**src/rtl/core/rcat_pkg.sv**
```systemverilog
package rcat_pkg;

  typedef enum logic [1:0] {
    OP_ADD   = 2'd0,
    OP_STEP  = 2'd1,
    OP_CLEAR = 2'd2,
    OP_FINAL = 2'd3
  } op_t;

  typedef enum logic [1:0] {
    KIND_START  = 2'd0,
    KIND_EXTEND = 2'd1,
    KIND_CZERO  = 2'd2,
    KIND_COMMIT = 2'd3
  } kind_t;

  localparam logic [1:0] ST_OK   = 2'd0;
  localparam logic [1:0] ST_DUP  = 2'd1;
  localparam logic [1:0] ST_FULL = 2'd2;

  localparam int SID_W = 10;
  localparam int TGT_W = 11;
  localparam int CAP_W = 4;
  localparam int POS_W = 31;

  typedef struct packed {
    logic [1:0]       op;
    logic [SID_W-1:0] state_id;
    logic [1:0]       kind;
    logic [CAP_W-1:0] cap;
    logic [TGT_W-1:0] target;
    logic [SID_W-1:0] dest_state;
    logic [POS_W-1:0] offset;
  } cmd_t;

  typedef struct packed {
    logic [1:0]       status;
    logic [CAP_W-1:0] capture_index;
    logic [POS_W-1:0] start_pos;
    logic [POS_W-1:0] end_pos;
    logic             capture_valid;
    logic [4:0]       group_count;
    logic             last;
  } res_t;

endpackage

```
**src/rtl/core/rcat_queue.sv**
```systemverilog
module rcat_queue import rcat_pkg::*; (
  input  logic clk,
  input  logic rst_n,
  input  logic push,
  input  cmd_t din,
  output logic full,
  input  logic pop,
  output cmd_t dout,
  output logic empty
);

  cmd_t       mem_r [2];
  logic       wp_r, rp_r;
  logic [1:0] cnt_r;

  assign full  = (cnt_r == 2'd2);
  assign empty = (cnt_r == 2'd0);
  assign dout  = mem_r[rp_r];

  always_ff @(posedge clk) begin
    if (push && !full) mem_r[wp_r] <= din;
  end

  always_ff @(posedge clk) begin
    if (!rst_n) begin
      wp_r <= 1'b0;
      rp_r <= 1'b0;
      cnt_r <= 2'd0;
    end else begin
      if (push && !full) wp_r <= ~wp_r;
      if (pop && !empty) rp_r <= ~rp_r;
      cnt_r <= cnt_r + 2'((push && !full) ? 1 : 0) - 2'((pop && !empty) ? 1 : 0);
    end
  end

endmodule

```
**src/rtl/core/rcat_exec.sv**
```systemverilog
module rcat_exec import rcat_pkg::*; #(
  parameter int ACTIONS  = 64,
  parameter int CAPTURES = 16
) (
  input  logic clk,
  input  logic rst_n,
  input  logic q_empty,
  input  cmd_t q_cmd,
  output logic q_pop,
  output logic out_valid,
  input  logic out_stall,
  output res_t out_res
);

  localparam int AW = (ACTIONS > 1) ? $clog2(ACTIONS) : 1;
  localparam int CW = (CAPTURES > 1) ? $clog2(CAPTURES) : 1;
  localparam int NW = $clog2(ACTIONS + 1);
  localparam int EW = SID_W + 2 + CAP_W + TGT_W;

  typedef enum logic [2:0] {S_IDLE, S_SCAN, S_WAIT, S_APPLY, S_FIN, S_OUT} st_t;

  logic [EW-1:0]    tab_r [ACTIONS];
  logic [EW-1:0]    rd_r;
  logic [POS_W-1:0] cs_r [CAPTURES];
  logic [POS_W-1:0] ce_r [CAPTURES];
  logic [CAPTURES-1:0] ss_r, es_r, cm_r;
  logic [NW-1:0]    cnt_r;
  logic [CAP_W-1:0] hi_r;
  st_t              st_r;
  cmd_t             c_r;
  logic [NW-1:0]    i_r;
  logic [CW-1:0]    k_r;
  logic             dup_r;
  logic             ov_r;
  res_t             res_r;
  logic             wr_en;
  logic [AW-1:0]    rd_addr;

  logic [SID_W-1:0] e_own;
  logic [1:0]       e_kind;
  logic [CAP_W-1:0] e_cap;
  logic [TGT_W-1:0] e_tgt;
  logic [CW-1:0]    ci;
  logic             cap_ok;
  logic             nxt_eq;
  logic [4:0]       count_now;
  logic             done_out;
  logic [1:0]       add_st;
  logic [4:0]       add_cnt;
  logic             fin_v;

  assign {e_own, e_kind, e_cap, e_tgt} = rd_r;
  assign ci      = CW'(e_cap);
  assign cap_ok  = ({1'b0, e_cap} < (CAP_W+1)'(CAPTURES));
  assign nxt_eq  = (TGT_W'(c_r.dest_state) == e_tgt);
  assign count_now = (cnt_r == '0) ? 5'd0 : 5'(hi_r) + 5'd1;
  assign out_valid = (st_r == S_OUT);
  assign out_res   = res_r;
  assign done_out  = out_valid && !out_stall;
  assign q_pop     = (st_r == S_IDLE) && !q_empty;
  assign rd_addr   = i_r[AW-1:0];
  assign wr_en = (st_r == S_SCAN) && (i_r == cnt_r) && (c_r.op == OP_ADD) && !dup_r &&
                 ({1'b0, c_r.cap} < (CAP_W+1)'(CAPTURES)) && (cnt_r < NW'(ACTIONS));
  assign add_st  = (c_r.op != OP_ADD) ? ST_OK : (dup_r ? ST_DUP : (wr_en ? ST_OK : ST_FULL));
  assign add_cnt = wr_en ? (((c_r.cap > hi_r) ? 5'(c_r.cap) : 5'(hi_r)) + 5'd1) : count_now;
  assign fin_v   = ss_r[k_r] && es_r[k_r] && cm_r[k_r];

  always_ff @(posedge clk) begin
    if (wr_en) tab_r[cnt_r[AW-1:0]] <= {c_r.state_id, c_r.kind, c_r.cap, c_r.target};
    rd_r <= tab_r[rd_addr];
  end

  always_ff @(posedge clk) begin
    if (st_r == S_APPLY && e_own == c_r.state_id && cap_ok) begin
      case (kind_t'(e_kind))
        KIND_START:  if (nxt_eq && !ss_r[ci]) cs_r[ci] <= c_r.offset;
        KIND_EXTEND: if (ss_r[ci] && !(es_r[ci] && cm_r[ci]) && nxt_eq) ce_r[ci] <= c_r.offset;
        KIND_CZERO: begin
          if (!ss_r[ci]) cs_r[ci] <= c_r.offset;
          ce_r[ci] <= c_r.offset;
        end
        default: ce_r[ci] <= c_r.offset;
      endcase
    end
  end

  always_ff @(posedge clk) begin
    if (!rst_n) begin
      st_r <= S_IDLE;
      cnt_r <= '0;
      hi_r <= '0;
      ss_r <= '0;
      es_r <= '0;
      cm_r <= '0;
      i_r <= '0;
      k_r <= '0;
      dup_r <= 1'b0;
      ov_r <= 1'b0;
    end else begin
      case (st_r)
        S_IDLE: if (!q_empty) begin
          c_r <= q_cmd;
          i_r <= '0;
          k_r <= '0;
          dup_r <= 1'b0;
          case (op_t'(q_cmd.op))
            OP_ADD, OP_STEP: st_r <= S_SCAN;
            OP_CLEAR: begin
              ss_r <= '0;
              es_r <= '0;
              cm_r <= '0;
              res_r <= '{default: '0, group_count: count_now, last: 1'b1};
              st_r <= S_OUT;
            end
            default: st_r <= S_FIN;
          endcase
        end
        S_SCAN: begin
          if (i_r == cnt_r) begin
            res_r <= '{default: '0, status: add_st, group_count: add_cnt, last: 1'b1};
            if (wr_en) begin
              cnt_r <= cnt_r + 1'b1;
              if (c_r.cap > hi_r) hi_r <= c_r.cap;
            end
            st_r <= S_OUT;
          end else st_r <= S_WAIT;
        end
        S_WAIT: begin
          i_r <= i_r + 1'b1;
          if (c_r.op == OP_ADD) begin
            if (rd_r == {c_r.state_id, c_r.kind, c_r.cap, c_r.target}) dup_r <= 1'b1;
            st_r <= S_SCAN;
          end else st_r <= S_APPLY;
        end
        S_APPLY: begin
          if (e_own == c_r.state_id && cap_ok) begin
            case (kind_t'(e_kind))
              KIND_START: if (nxt_eq && !ss_r[ci]) ss_r[ci] <= 1'b1;
              KIND_EXTEND: if (ss_r[ci] && !(es_r[ci] && cm_r[ci]) && nxt_eq) begin
                es_r[ci] <= 1'b1;
                cm_r[ci] <= 1'b0;
              end
              KIND_CZERO: begin
                ss_r[ci] <= 1'b1;
                es_r[ci] <= 1'b1;
                cm_r[ci] <= 1'b1;
              end
              default: begin
                es_r[ci] <= 1'b1;
                cm_r[ci] <= 1'b1;
              end
            endcase
          end
          st_r <= S_SCAN;
        end
        S_FIN: begin
          if (cnt_r == '0) begin
            res_r <= '{default: '0, last: 1'b1};
            ov_r <= 1'b0;
          end else begin
            res_r <= '{status: ST_OK, capture_index: CAP_W'(k_r),
                       start_pos: fin_v ? cs_r[k_r] : '0,
                       end_pos: fin_v ? ce_r[k_r] : '0,
                       capture_valid: fin_v, group_count: count_now,
                       last: (CAP_W'(k_r) == hi_r) || (32'(k_r) == CAPTURES - 1)};
            ov_r <= 1'b1;
          end
          st_r <= S_OUT;
        end
        S_OUT: if (done_out) begin
          if (ov_r && !res_r.last) begin
            k_r <= k_r + 1'b1;
            st_r <= S_FIN;
          end else begin
            ov_r <= 1'b0;
            st_r <= S_IDLE;
          end
        end
        default: st_r <= S_IDLE;
      endcase
    end
  end

endmodule

```
**src/rtl/core/regex_capture_action_tracker_top.sv**
```systemverilog
// Regex capture tracker.
// Input channel in_*: in_valid/in_stall, one command per item (add, step,
// clear, finalize). Result channel out_*: out_valid/out_stall.
// A two-entry queue decouples command intake from the executor, so intake
// continues while a result waits on out_stall.
// One item is executed at a time. Add scans the action table (S_SCAN,
// S_WAIT per stored action) for a duplicate, then appends unless it is a
// duplicate, the table is full or the capture number is out of range.
// Step reads each stored action (S_SCAN, S_WAIT, S_APPLY; single-port
// table read) and updates capture positions. Clear resets all capture
// flags. Finalize emits highest_capture_id+1 results (one if no actions).
// Reset (rst_n low, synchronous) empties the table, the queue, and all
// capture flags. A stalled result holds on the port until taken.
module regex_capture_action_tracker_top import rcat_pkg::*; #(
  parameter int ACTIONS  = 64,
  parameter int CAPTURES = 16
) (
  input  logic             clk,
  input  logic             rst_n,
  input  logic             in_valid,
  output logic             in_stall,
  input  logic [1:0]       in_op,
  input  logic [SID_W-1:0] in_state_id,
  input  logic [1:0]       in_action_kind,
  input  logic [CAP_W-1:0] in_capture_num,
  input  logic [TGT_W-1:0] in_target_state,
  input  logic [SID_W-1:0] in_dest_state,
  input  logic [POS_W-1:0] in_offset,
  output logic             out_valid,
  input  logic             out_stall,
  output logic [1:0]       out_status,
  output logic [CAP_W-1:0] out_capture_index,
  output logic [POS_W-1:0] out_start_pos,
  output logic [POS_W-1:0] out_end_pos,
  output logic             out_capture_valid,
  output logic [4:0]       out_group_count,
  output logic             out_last
);

  cmd_t q_in, q_out;
  logic q_full, q_empty, q_pop;
  res_t res;

  assign q_in = '{op: in_op, state_id: in_state_id, kind: in_action_kind,
                  cap: in_capture_num, target: in_target_state,
                  dest_state: in_dest_state, offset: in_offset};
  assign in_stall = q_full;

  rcat_queue u_q (
    .clk(clk), .rst_n(rst_n), .push(in_valid), .din(q_in), .full(q_full),
    .pop(q_pop), .dout(q_out), .empty(q_empty)
  );

  rcat_exec #(.ACTIONS(ACTIONS), .CAPTURES(CAPTURES)) u_exec (
    .clk(clk), .rst_n(rst_n), .q_empty(q_empty), .q_cmd(q_out), .q_pop(q_pop),
    .out_valid(out_valid), .out_stall(out_stall), .out_res(res)
  );

  assign out_status        = res.status;
  assign out_capture_index = res.capture_index;
  assign out_start_pos     = res.start_pos;
  assign out_end_pos       = res.end_pos;
  assign out_capture_valid = res.capture_valid;
  assign out_group_count   = res.group_count;
  assign out_last          = res.last;

  a_no_pop_empty: assert property (@(posedge clk) disable iff (!rst_n)
    q_pop |-> !q_empty) else $error("pop from empty queue");
  a_hold: assert property (@(posedge clk) disable iff (!rst_n)
    out_valid && out_stall |=> out_valid && $stable(res)) else $error("result changed");
  a_valid_pos: assert property (@(posedge clk) disable iff (!rst_n)
    out_valid && !out_capture_valid |-> out_start_pos == '0 && out_end_pos == '0)
    else $error("positions without valid capture");

endmodule
```
**config.mk**
```make
export PLATFORM = sky130hd
export DESIGN_NAME = regex_capture_action_tracker_top
export DESIGN_NICKNAME = d
export VERILOG_FILES = /design/src/rtl/core/rcat_pkg.sv /design/src/rtl/core/rcat_queue.sv /design/src/rtl/core/rcat_exec.sv /design/src/rtl/core/regex_capture_action_tracker_top.sv
export SDC_FILE = /design/constraint.sdc
export NUM_CORES = 2
export LEC_CHECK = 0
export BUFFER_PORTS_ARGS = -buffer_cell sky130_fd_sc_hd__buf_2
export CORE_UTILIZATION = 62
export DETAILED_ROUTE_END_ITERATION = 7
export PLACE_DENSITY = 0.83
export SYNTH_ARGS = -nofsm -noshare
export SYNTH_HDL_FRONTEND = slang
export SYNTH_SLANG_ARGS = --single-unit
export TNS_END_PERCENT = 20
```
**constraint.sdc**
```tcl
create_clock -name clk -period 5.1 [get_ports clk]
set_clock_uncertainty 0.2 [all_clocks]
set_input_delay 0.255 -clock clk [delete_from_list [all_inputs] [get_ports clk]]
set_output_delay 0.255 -clock clk [all_outputs]
set_load 0.05 [all_outputs]
```
==> results_dict.tcl <==
set metrics [dict create \
    grt-ovfl-total 0 \
    numPortBuffers 150 \
    synthFlopType "edfxtp_1" \
    clock.fmax_ghz 0.2083 \
    hp-class "in -> reg" \
    final_common_cell "edfxtp_1" \
    drc 2 \
    cts.sinks 3116 \
    async_flop_share_pct 0 \
    grt_max_degree 124 \
    slew_headroom_pct -3.476 \
    power.density_mw_per_mm2 435.8 \
    syn_area_sq_mm 0.1186 \
    viasPerCell 7.494 \
    failed_checks "design-rule violations, max-capacitance violations, max-slew violations" \
    ctsLongestPathBuffers 4 \
    critPathCaptureType "flip-flop" \
    rr_worst_depth 8 \
    synthCells 5074 \
    rr_startpoint "u_exec.st_r[0]$_SDFFE_PN0P_" \
    cp-start-kind "flip-flop" \
    worstReg2RegEnd "u_exec.cs_r[13][27]$_DFFE_PP_" \
    ioPinCount 151 \
    avgSynthCellArea_sq_um 23.38 \
    outcome "finished with violations" \
    mostFrequentLayoutCells "edfxtp_1 (3005), mux4_2 (872), clkbuf_16 (320), buf_4 (158), buf_2 (150)" \
    cp_slowest_stage_delay_ps 1300 \
    p_leak_nw 41.19 \
    irDropWorstVdd_mv 0.4739 \
    ctsRootBufferMaster "clkbuf_16" \
    post_cts_resized 0 \
    worstPathCellList "inv_2, or3_1, buf_4, nor4_2, o2111ai_4, buf_4, nor2_4, buf_4" \
    path_max_fanout 26 \
    tightestPinTransition_ps 1539 \
    drive_above_1_share_pct 32.09 \
    dr.pass1.iters 8 \
    grt_pass1_wl_microns 487200 \
    regToRegSetupSlack_ps 300 \
    ys_ff_latch 3116 \
    die_x_microns 439.5 \
    num_vias 62460 \
    cts_htree_levels 5 \
    drtIter0Drc 10670 \
    min_period_ps 4800 \
    rows 160 \
    finalCritPeriodShare_pct 94.12 \
    placed_area_sq_mm 0.1238 \
    hold_slack_ps 229.5 \
    cts_buffers 312 \
    arrival_ps 5170 \
    ys_types 60 \
    fp.coreArea_sq_mm 0.1902 \
    wirelength_microns 351100 \
    initial_core_util_pct 62.39 \
    antenna_found_initial 32 \
    cts.clk_slew.worst_paths_ps 80 \
    drv_slew 4 \
    total_power_mw 58.89 \
    cp.required_ps 5470 \
    grt_use_total_pct 36.79 \
    ys_seq_area_share_pct 77.93 \
    final_area_sq_mm 0.1351 \
    die_y_microns 439.5 \
    crit_start "u_exec.st_r[0]$_SDFFE_PN0P_" \
    dp.final_hpwl_microns 174300 \
    gp_congestion 0.9032 \
    drv_cap 1 \
    grt_pass1_vias 62390 \
    grt_setup_unrepaired "no" \
    synth_nets 5159 \
    cts_tree "yes" \
    ant_nets 0 \
    fill_cells 9780 \
    clock_latency_ps 980 \
    area_delta_synth_final_pct 13.89 \
    hold_violations 0 \
    crit_top_cell "buf_4" \
    yosysWarnings 0 \
    num-nets-final 5672 \
    tns_ps 0 \
    die_area_sq_mm 0.1931 \
    wl_per_cell_microns 42.13 \
    crit_end "u_exec.cs_r[13][27]$_DFFE_PP_" \
    setup_viol 0 \
    synth_edf_count 3005 \
    crit_type "reg -> reg" \
    slowest_stage "nor4_2" \
]
==> stage by stage <==
step | setup WS (ps) | util (%) | cells
2_1_floorplan | 853.8 | - | 5074
3_3_place_gp | 1028 | 65.09 | 7639
3_5_place_dp | 785.6 | 65.09 | 7639
4_1_cts | 590.2 | 71.03 | 8322
5_1_grt | 372.8 | 71.04 | 8326
6_report | 299.9 | 71.05 | 8334
==> logic make-up (layout without fill, tap and decap cells) <==
logic type	after synthesis	in the layout	synth area share [%]
adders and majority gates	11	11	0.1160
muxes	989	989	17.63
xor gates and xnor gates	65	65	0.4798
and+or+nand+nor	447	447	1.837
AOI/OAI and AO/OA	144	144	0.9059
other	0	11	0
DFF	3116	3116	77.93
buffers and inverters	302	1040	1.100
==> synth_stat cells (all sizes together) (4+ instances only) <==
cell,number,area share (%)
mux4,872,17
and3,4,0.021
o21a,5,0.032
clkbuf,160,0.51
ha,11,0.12
xor2,23,0.17
a22o,20,0.15
o21ai,39,0.16
nand4,22,0.12
dfxtp,111,1.9
edfxtp,3005,76
a211oi,17,0.12
nand3,38,0.16
and2,19,0.10
buf,117,0.51
a21oi,8,0.034
o211ai,6,0.038
nor2,153,0.49
nor4,9,0.058
nand2b,5,0.026
or4,4,0.025
o41ai,16,0.12
nor3,15,0.081
o2bb2ai,16,0.12
nor2b,75,0.40
inv,25,0.079
nand2,93,0.29
mux2i,28,0.24
mux2,89,0.84
xnor2,42,0.31
==> state kept, by name (all words and copies together), names as in the netlist, 7 cells and up, named ones only <==
name and cells:
u_exec.c_r 70, u_exec.ce_r 496, u_exec.cm_r 16, u_exec.cnt_r 7, u_exec.cs_r 496, u_exec.es_r 16
u_exec.i_r 7, u_exec.out_res 75, u_exec.rd_r 27, u_exec.ss_r 16, u_exec.tab_r 1728, u_q.mem_r 140
==> power by group <==
| part | switching, mW | internal, mW |
|---|---|---|
| clock network | 10.2 | 13.0 |
| logic | 3.68 | 1.88 |
| registers | 0.717 | 29.4 |
==> routing by layer <==
layer	part of all wire [%]	vias to the layer above	track usage, %
li1	-	22480	-
met1	30	31950	44.01
met2	50	6443	61.16
met3	11	1560	8.011
met4	8.3	28	23.30
met5	0.052	-	0
==> how the worst min path moves through the flow <==
stage                             start                         end  cells past startpoint  slack [ps]
after floorplan            in_offset[0]   u_q.mem_r[0][0]$_DFFE_PP_                      0         150
after global placement    in_offset[15]  u_q.mem_r[0][15]$_DFFE_PP_                      1         240
after detailed placement  in_offset[23]  u_q.mem_r[0][23]$_DFFE_PP_                      1         250
after CTS                      in_valid  u_q.mem_r[0][69]$_DFFE_PP_                      4         170
after global routing           in_valid  u_q.mem_r[0][69]$_DFFE_PP_                      4         240
final                          in_valid  u_q.mem_r[0][68]$_DFFE_PP_                      4         230
==> what timing repair did <==
item | CTS | global route
setup endpoints to repair | 0 | 0
setup buffers | 0 | 0
hold buffers | 144 | 0
hold endpoints to repair | 225 | 0
==> worst max-delay path, delay by kind of cell, from the launching register on <==
| kind | cells | cell delay, ps |
|---|---|---|
| DFF | 1 | 700 |
| buffers and inverters | 4 | 1230 |
| AOI/OAI and AO/OA | 1 | 280 |
| and+or+nand+nor | 3 | 1940 |
==> cell type report <==
class / instances / area (sq um) / area share (%)
Multi-Input combinational cell: 1656 / 25660 / 18.99
Antenna cell: 11 / 27.53 / 0.02037
Inverter: 25 / 93.84 / 0.06945
Clock buffer: 371 / 8269 / 6.120
Clock inverter: 168 / 1587 / 1.174
Tap cell: 2511 / 3142 / 2.325
Sequential cell: 3116 / 92500 / 68.45
Timing Repair Buffer: 476 / 3854 / 2.852
No activity file was read; power rests on OpenSTA's default activity.
